==> src/hdl/dag_shortest_path_topo_defines.svh <==
// Assertion macros used by the file that carries checks.
`ifndef DAG_SHORTEST_PATH_TOPO_DEFINES_SVH
`define DAG_SHORTEST_PATH_TOPO_DEFINES_SVH

// Same-cycle implication, ignored while reset is high.
`define DAGSP_ASSERT_NOW(lbl, ante, cons) \
  lbl: assert property (@(posedge clk) disable iff (rst) (ante) |-> (cons)) \
    else $error("dagsp check failed");

// Next-cycle implication, ignored while reset is high.
`define DAGSP_ASSERT_NEXT(lbl, ante, cons) \
  lbl: assert property (@(posedge clk) disable iff (rst) (ante) |=> (cons)) \
    else $error("dagsp check failed");

`endif

==> src/hdl/dagsp_ram.sv <==
module dagsp_ram #(
  parameter int WIDTH = 8,
  parameter int DEPTH = 64
) (
  input  logic                     clk,
  input  logic                     we,
  input  logic [$clog2(DEPTH)-1:0] waddr,
  input  logic [WIDTH-1:0]         wdata,
  input  logic [$clog2(DEPTH)-1:0] raddr,
  output logic [WIDTH-1:0]         rdata
);

  logic [WIDTH-1:0] mem [DEPTH];

  // One write port, one registered read port.
  always_ff @(posedge clk) begin
    if (we) begin
      mem[waddr] <= wdata;
    end
    rdata <= mem[raddr];
  end

endmodule

==> config.mk <==
export PLATFORM = sky130hd
export DESIGN_NAME = dagsp_ram
export DESIGN_NICKNAME = d
export VERILOG_FILES = /design/src/hdl/dag_shortest_path_topo_defines.svh /design/src/hdl/dagsp_ram.sv
export SDC_FILE = /design/constraint.sdc
export NUM_CORES = 1
export LEC_CHECK = 0
export ABC_AREA = 1
export BUFFER_PORTS_ARGS = -buffer_cell sky130_fd_sc_hd__buf_2
export CORE_AREA = 2 2 197 218
export CTS_CLUSTER_DIAMETER = 50
export CTS_CLUSTER_SIZE = 40
export DETAILED_ROUTE_END_ITERATION = 8
export DIE_AREA = 0 0 199 220
export GPL_TIMING_DRIVEN = 1
export PLACE_DENSITY = 0.7
export SLEW_MARGIN = 5
export SYNTH_ARGS = -nofsm -noshare
export SYNTH_HDL_FRONTEND = slang
export SYNTH_SLANG_ARGS = --single-unit
==> constraint.sdc <==
create_clock -name clk -period 2.1 [get_ports clk]
set_clock_uncertainty 0.15 [all_clocks]
set_input_delay 0 -clock clk [delete_from_list [all_inputs] [get_ports clk]]
set_output_delay 0 -clock clk [all_outputs]
set_load 0.01 [all_outputs]
==> results of run 1 <==
## metal layers
| layer | routed length [um] | vias up | GRT usage [%] |
|---|---|---|---|
| met3 | 4059 | 107 | 3.949 |
| met4 | 1746 | 4 | 8.781 |
| met1 | 20750 | 6779 | 32.71 |
| met2 | 24630 | 609 | 39.23 |
| li1 | - | 6531 | - |
| met5 | 22 | - | 0 |
## placed cells by master, fill, tap and decap left out, types with 5 or more instances in the layout
master and n:
nand2_1 648, edfxtp_1 512, nand3_1 439, buf_4 104, nor2_1 56, clkbuf_16 41
buf_2 27, buf_12 18, dlygate4sd3_1 17, inv_1 9, nand4_1 9, nor4_1 8
dfxtp_1 8, inv_6 5, clkbuf_1 5, clkinv_4 5
## kinds of logic after synthesis
family | Yosys count
flops | 520
buf+inv | 125
simple gates | 1160
## path summary, 6_finish.rpt
kind / from / to / slack, ns
setup / recovery: waddr[3] / mem[52][3] / 0.1
hold / removal: wdata[6] / mem[31][6] / 0.03
setup reg to reg: mem[51][7] / rdata[7] / 0.12
hold reg to reg: mem[13][4] / rdata[4] / 0.66
## through the flow
step,util [%],total power [uW],instance area (um2),hold slack [ns]
2_1_floorplan,-,12540,21340,-0.05113
3_3_place_gp,53.87,13090,22520,0.2564
3_5_place_dp,53.87,13110,22520,0.2580
4_1_cts,57.40,20650,24000,0.02011
5_1_grt,57.42,21170,24010,0.05388
6_report,57.43,20560,24010,0.02738
## flip-flops by register name, indices dropped and copies added, names as in the netlist
register / flops
mem: 512
rdata: 8
## worst max-delay path, cell delays in order
cell and delay (ns):
dlygate4sd3_1 0.58, buf_2 0.17, inv_1 0.13, nand4_1 0.21
nor4_1 0.24, dlygate4sd3_1 0.59, buf_4 0.17
## where the power goes
group	total [uW]	leakage, uW	internal [uW]	switching (uW)
clock	7650	0.000631	4040	3610
combinational	1410	0.00347	407	1010
sequential	11500	0.00467	11500	34.6
## layout make-up
class                           instances  area (um2)  area share, %
Timing Repair Buffer                  167        1458          6.070
Clock buffer                           46        1045          4.351
Tap cell                              567       709.4          2.954
Clock inverter                         23       260.3          1.084
Multi-Input combinational cell       1160        4946          20.60
Antenna cell                            3       7.507        0.03126
Sequential cell                       520       15530          64.69
Inverter                               12       52.55         0.2188
## what timing repair did
| action | 4_1_cts | 5_1_grt |
|---|---|---|
| buffers inserted | 0 | 1 |
| setup endpoints to repair | 0 | 8 |
| hold buffers | 17 | 0 |
| endpoints found under the hold margin | 372 | 0 |
==> flow_metrics.tcl, run 1 <==
set metrics [dict create \
    synth_area_leaders "edfxtp_1 72%, nand2_1 11%, nand3_1 10%, buf_6 1.8%, nor2_1 0.99%" \
    fp.dieH_um 220 \
    p_leak_uw 0.008772 \
    core_area_mm2 0.04181 \
    yosysTopAreaCellShare_pct 72.05 \
    cp-end-kind "flip-flop" \
    cp_max_fo 8 \
    synth_compound_area_share_pct 0 \
    ant_nets 0 \
    clk_pin_slew_worst_paths_ns 0.08 \
    grt_pass1_wl_mm 78.77 \
    wl_mm 51.21 \
    ys_seq_area_share_pct 72.80 \
    fin_setup_tns_ns 0 \
    rsz0062_at_grt "no" \
    synth.distinct_cells 16 \
    period_share_pct 95.28 \
    slew-limit-headroom_pct 46.60 \
    synth-simple-area-share_pct 23.18 \
    cts.sinks 520 \
    die_area_mm2 0.04378 \
    final_cells 2498 \
    overflow 0 \
    grt.total_usage_pct 24.03 \
    cts-root-buf "clkbuf_16" \
    synthCells 1805 \
    synth_top_family_by_area "simple AND/OR/NAND/NOR gates" \
    reg2reg_depth 9 \
    htreeDepth 2 \
    synth_common_cells "648 x nand2_1, 512 x edfxtp_1, 439 x nand3_1" \
    drt_pre_antenna_iters 6 \
    worst_pin_slew_ns 0.8010 \
    num_vias 14030 \
    synth_area_mm2 0.02134 \
    timing.fmax_mhz 499.8 \
    peakVddDrop_v 0.0006198 \
    pre_cts_slack_ns 0.2213 \
    place_inst 2408 \
    p_per_area_mw_per_mm2 856.3 \
    grt_pass1_vias 13560 \
    dp_hpwl_mm 30.80 \
    gp_congestion 0.8571 \
    antenna_found_initial 4 \
    clock_latency_ns 0.56 \
    synth_ff_type "edfxtp_1" \
    yosys_warnings 0 \
    grt_max_degree 107 \
    avgRoutedWirePerCell_um 20.50 \
    worstSetupStartpointType "primary input" \
    cts_buffers 38 \
    max-cap-violations 0 \
    syn_to_final_growth_pct 12.53 \
    cts_resized 0 \
    yosysMostFrequentCell "nand2_1" \
    fp.dieW_um 199 \
    setup_ws_ns 0.09902 \
    synth-seq-cells 520 \
    setup_viol 0 \
    layout.nets 1921 \
    muxShareOfSynthArea_pct 0 \
    vias_per_cell 5.616 \
    clockBufferDepth 3 \
    rows 79 \
    synth_edf_count 512 \
    min_path_cells 2 \
    drc 0 \
    crit_arrival_ns 2.11 \
    drive_above_1_share_pct 11.10 \
    first_iter_violations 1608 \
    critical_path_class "in2reg" \
    io_buffers 29 \
    hp-class "in2reg" \
    async_flop_share_pct 0 \
    fill_cells 3377 \
    syn_avg_cell_area_um2 11.82 \
    cts_tree "done" \
    yosys.area.top_type "edfxtp_1" \
    timing.final.crit_period_ns 2.001 \
    boundaryPins 30 \
    start_util_pct 51.04 \
    synth-xor-area-share_pct 0 \
    synthAdderAreaFrac_pct 0 \
    required_ns 2.21 \
    status "completed" \
    synth_nets 1827 \
    final_hold_viol_count 0 \
    drv_slew 0 \
]
(Power assumes the default switching activity.)
==> run 2: changes to the inputs <==
- CAP_MARGIN: not set -> 20
- REMOVE_ABC_BUFFERS: not set -> 1
==> run 2 against run 1 <==
Effect of this change:
- clock power shrank 5.2%
- sequential power about the same
- fmax increased by 0.98%
- critical endpoint is now mem[57][5]
==> flow_metrics.tcl, run 2 (synthesis results as in run 1) <==
set metrics [dict create \
    status "completed" \
    period_share_pct 94.36 \
    worstSetupStartpointType "primary input" \
    p_leak_uw 0.008682 \
    cp-end-kind "flip-flop" \
    setup_viol 0 \
    setup_ws_ns 0.1185 \
    worstHoldStart "we" \
    largest-register "mem" \
    largestRegisters "mem (512), rdata (8)" \
    critical_path_class "in2reg" \
    cts-root-buf "clkbuf_16" \
    place_inst 2400 \
    first_iter_violations 1322 \
    r2r-start "mem[61][4]" \
    rrSetupSlack_ns 0.16 \
    timing.fmax_mhz 504.7 \
    fp.dieH_um 220 \
    layout.nets 1910 \
    boundaryPins 30 \
    clockBufferDepth 3 \
    whs_endpoint "mem[36][1]" \
    cp_max_fo 5 \
    cts.sinks 520 \
    cts_buffers 35 \
    max-cap-violations 0 \
    ant_nets 0 \
    reg2reg_depth 9 \
    wl_mm 51.09 \
    vias_per_cell 5.597 \
    hp-class "in2reg" \
    io_buffers 29 \
    final_hold_viol_count 0 \
    worst_pin_slew_ns 0.6547 \
    p_per_area_mw_per_mm2 844.8 \
    dp_hpwl_mm 29.80 \
    crit_path_frequent_cell "dlygate4sd3_1" \
    crit_start "waddr[4]" \
    antenna_found_initial 0 \
    clk_pin_slew_worst_paths_ns 0.08 \
    crit_chain "dlygate4sd3_1, buf_2, nand3_1, dlygate4sd3_1, nor2_1, buf_4" \
    peakVddDrop_v 0.0004391 \
    avgRoutedWirePerCell_um 20.60 \
    final_common_cell "nand2_1" \
    slew-limit-headroom_pct 56.23 \
    timing.hold.ws_ns 0.02952 \
    cpPeakStageDelay_ns 0.65 \
    start_util_pct 51.04 \
    grt_pass1_vias 13490 \
    overflow 0 \
    gp_congestion 0.8879 \
    core_area_mm2 0.04181 \
    antenna_cells 0 \
    grt.total_usage_pct 23.73 \
    rows 79 \
    final_cell_mix "648 x nand2_1, 512 x edfxtp_1, 438 x nand3_1, 92 x buf_4, 56 x nor2_1" \
    min_path_cells 3 \
    clock_latency_ns 0.56 \
    grt_max_degree 85 \
    cts_tree "done" \
    fp.dieW_um 199 \
    placed_cell_area_mm2 0.02250 \
    num_vias 13880 \
    fin_setup_tns_ns 0 \
    grt_pass1_wl_mm 77.44 \
    fin_area_mm2 0.02387 \
    drive_above_1_share_pct 10.61 \
    pre_cts_slack_ns 0.2990 \
    drv_slew 0 \
    htreeDepth 2 \
    cp_slowest_cell "dlygate4sd3_1" \
    post_cts_buffers 0 \
    rsz0062_at_grt "no" \
    syn_to_final_growth_pct 11.87 \
    drc 0 \
    reg2reg_to "rdata[4]" \
    required_ns 2.23 \
    final_cells 2480 \
    drt_pre_antenna_iters 5 \
    timing.final.crit_period_ns 1.982 \
    die_area_mm2 0.04378 \
    largest_reg_flops 512 \
    crit_arrival_ns 2.11 \
]
## run 2: cell types whose count changed in the layout (fill, tap and decap cells not counted), sizes merged
cell | previous run | this run
buf | 150 | 141
clkbuf | 46 | 39
clkinv | 12 | 5
clkinvlp | 2 | 3
diode | 3 | 0
dlygate4sd3 | 17 | 18
inv | 18 | 24
## run 2: routing by layer
| metal | GRT usage (%) | up-vias | share of wire, % |
|---|---|---|---|
| li1 | - | 6500 | - |
| met1 | 31.53 | 6695 | 40 |
| met2 | 40.43 | 579 | 49 |
| met3 | 2.770 | 106 | 7.1 |
| met4 | 8.756 | 0 | 3.5 |
| met5 | 0 | - | 0 |
## run 2: per-stage QoR
stage / util, % / power [uW]
2_1_floorplan: - / 12320
3_3_place_gp: 53.81 / 13090
3_5_place_dp: 53.81 / 13120
4_1_cts: 57.08 / 20250
5_1_grt: 57.10 / 20740
6_report: 57.10 / 20170
## run 2: what timing repair did
action,CTS,global route
gates resized for setup,0,1
hold endpoints to repair,494,0
hold buffers,18,0
endpoints found under the setup margin,0,1
## run 2: where the power goes
group	total, uW	internal (uW)	leakage (uW)	switching (uW)
sequential	11500	11500	0.00467	28.9
clock	7250	3610	0.000570	3640
combinational	1420	413	0.00344	1010
## run 2: worst max-delay path: cells and delay by family
kind	cells	cell delay [ns]
buffers and inverters	4	1.55
AND/OR/NAND/NOR	2	0.55
## run 2: worst max-delay path by stage
stage | endpoint | cells past startpoint
floorplan | rdata[7] | 8
global placement | rdata[7] | 10
detailed placement | mem[60][3] | 4
CTS | mem[57][5] | 6
global route | mem[57][5] | 6
finish | mem[57][5] | 6
## run 2: final cells by class
cell class                 instances  area (um2)
fill                            3394       17940
clock buffer                      39       890.9
inverter                          12       52.55
sequential                       520       15530
multi-input combinational       1160        4951
clock inverter                    23       296.5
tap                              567       709.4
timing repair buffer             159        1438
==> run 3: changes to the inputs <==
- CELL_PAD_IN_SITES_DETAIL_PLACEMENT: not set -> 0
- CELL_PAD_IN_SITES_GLOBAL_PLACEMENT: not set -> 1
- CORE_AREA: 2 2 197 218 -> 2 2 199 220
- DIE_AREA: 0 0 199 220 -> 0 0 201 222
- PLACE_DENSITY: 0.7 -> 0.81
==> run 3 against run 2 <==
Effect of this change:
- via count up 0.35%
- worst setup slack improved by 0.035 ns
- die area rose by 1.9%
- largest cell class unchanged
- register-to-register slack improved by 0.05 ns
- sequential share of layout area barely moved
==> flow_metrics.tcl, run 3 (synthesis results as in run 1) <==
set metrics [dict create \
    swShare_pct 23.18 \
    largest-register "mem" \
    drive_above_1_share_pct 10.64 \
    drt_pre_antenna_iters 7 \
    status "completed" \
    dp_hpwl_mm 30.43 \
    cpPeakStageDelay_ns 0.56 \
    wl_mm 52.89 \
    largestRegisters "mem (512), rdata (8)" \
    grt_pass1_vias 13600 \
    worstHoldStart "wdata[2]" \
    period_share_pct 92.68 \
    cts_resized 0 \
    clk_pin_slew_worst_paths_ns 0.08 \
    crit_chain "dlygate4sd3_1, buf_2, inv_1, nand3_1, nand3_1, dlygate4sd3_1, nand2_1" \
    cts_buffers 37 \
    clockBufferDepth 3 \
    cts-root-buf "clkbuf_16" \
    rows 79 \
    r2r-start "mem[46][7]" \
    final_hold_viol_count 0 \
    first_iter_violations 1337 \
    p_per_area_mw_per_mm2 845.2 \
    rsz0062_at_grt "no" \
    boundaryPins 30 \
    core_area_mm2 0.04221 \
    gp_congestion 0.8506 \
    final_cells 2485 \
    htreeDepth 2 \
    vias_per_cell 5.605 \
    placed_cell_area_mm2 0.02245 \
    clock_power_share_pct 35.9 \
    crit_start "raddr[4]" \
    cts.sinks 520 \
    final_cell_mix "648 x nand2_1, 512 x edfxtp_1, 439 x nand3_1, 90 x buf_4, 56 x nor2_1" \
    cp_slowest_cell "dlygate4sd3_1" \
    ant_nets 0 \
    antenna_found_initial 1 \
    slew-limit-headroom_pct 45.36 \
    drv_slew 0 \
    place_inst 2394 \
    fill_cells 3473 \
    fp.dieH_um 222 \
    power_frac_comb_pct 7.1 \
    worst_pin_slew_ns 0.8195 \
    p_leak_uw 0.008684 \
    seq_power_share_pct 57.0 \
    clock_latency_ns 0.56 \
    power_switching_uw 4676 \
    layout.nets 1910 \
    largest_reg_flops 512 \
    avgRoutedWirePerCell_um 21.28 \
    cp_max_fo 17 \
    required_ns 2.39 \
    timing.fmax_mhz 513.8 \
    intPower_uw 15490 \
    drc 0 \
    critical_path_class "in2reg" \
    final_common_cell "nand2_1" \
    fin_area_mm2 0.02386 \
    hp-class "in2reg" \
    max-cap-violations 0 \
    grt_max_degree 105 \
    cts_tree "done" \
    peakVddDrop_v 0.0007188 \
    num_vias 13930 \
    grt_pass1_wl_mm 80.87 \
    cp-end-kind "flip-flop" \
    start_util_pct 50.56 \
    crit_arrival_ns 2.24 \
    grt.total_usage_pct 23.86 \
    fp.dieW_um 201 \
    timing.final.crit_period_ns 1.946 \
    syn_to_final_growth_pct 11.83 \
    setup_viol 0 \
    io_buffers 29 \
    die_area_mm2 0.04462 \
    timing.hold.ws_ns 0.03339 \
    overflow 0 \
    worstSetupStartpointType "primary input" \
]
run 3: area by class of cell:
cell class | count | area (um2) | area share [%]
Clock inverter | 27 | 219.0 | 0.9176
Antenna cell | 1 | 2.502 | 0.01049
Inverter | 12 | 52.55 | 0.2202
Clock buffer | 41 | 983.4 | 4.121
Tap cell | 567 | 709.4 | 2.973
Multi-Input combinational cell | 1160 | 4946 | 20.73
Timing Repair Buffer | 157 | 1415 | 5.930
Sequential cell | 520 | 15530 | 65.10
run 3: final timing paths:
kind	end	slack (ns)	cells after the start
setup / recovery	rdata[7]	0.15	7
hold / removal	mem[57][2]	0.03	2
setup reg to reg	rdata[7]	0.21	9
hold reg to reg	rdata[0]	0.68	8
run 3: per-stage QoR:
stage          power [uW]  TNS, ns  setup WS [ns]  utilization (%)
2_1_floorplan       12320   -4.472        -0.5669                -
3_3_place_gp        13120        0         0.3162            53.18
3_5_place_dp        13140        0         0.2867            53.18
4_1_cts             20270        0         0.1519            56.48
5_1_grt             20760        0        0.09598            56.53
6_report            20170        0         0.1536            56.54
run 3: worst max-delay path: cells and delay by family:
kind / cells / cell delay [ns]
AND/OR/NAND/NOR: 3 / 0.37
buffers and inverters: 4 / 1.85
run 3: power by group through the flow:
stage | Combinational (uW) | Clock [uW] | Sequential, uW
finish | 1430 | 7230 | 11500
global placement | 1380 | 0 | 11700
CTS | 1430 | 7340 | 11500
detailed placement | 1400 | 0 | 11700
floorplan | 580 | 0 | 11700
global route | 1560 | 7690 | 11500
run 3: what timing repair did:
item,4_1_cts,5_1_grt
hold endpoints to repair,475,0
endpoints found under the setup margin,0,8
hold buffers,19,0
setup buffers,0,3
run 3: routing by layer:
layer  GRT usage (%)  up-vias  part of all wire, %
li1                -     6492                    -
met1           31.88     6797                   41
met2           40.13      537                   49
met3           3.086      102                  6.4
met4           9.008        0                  3.4
met5               0        -                    0
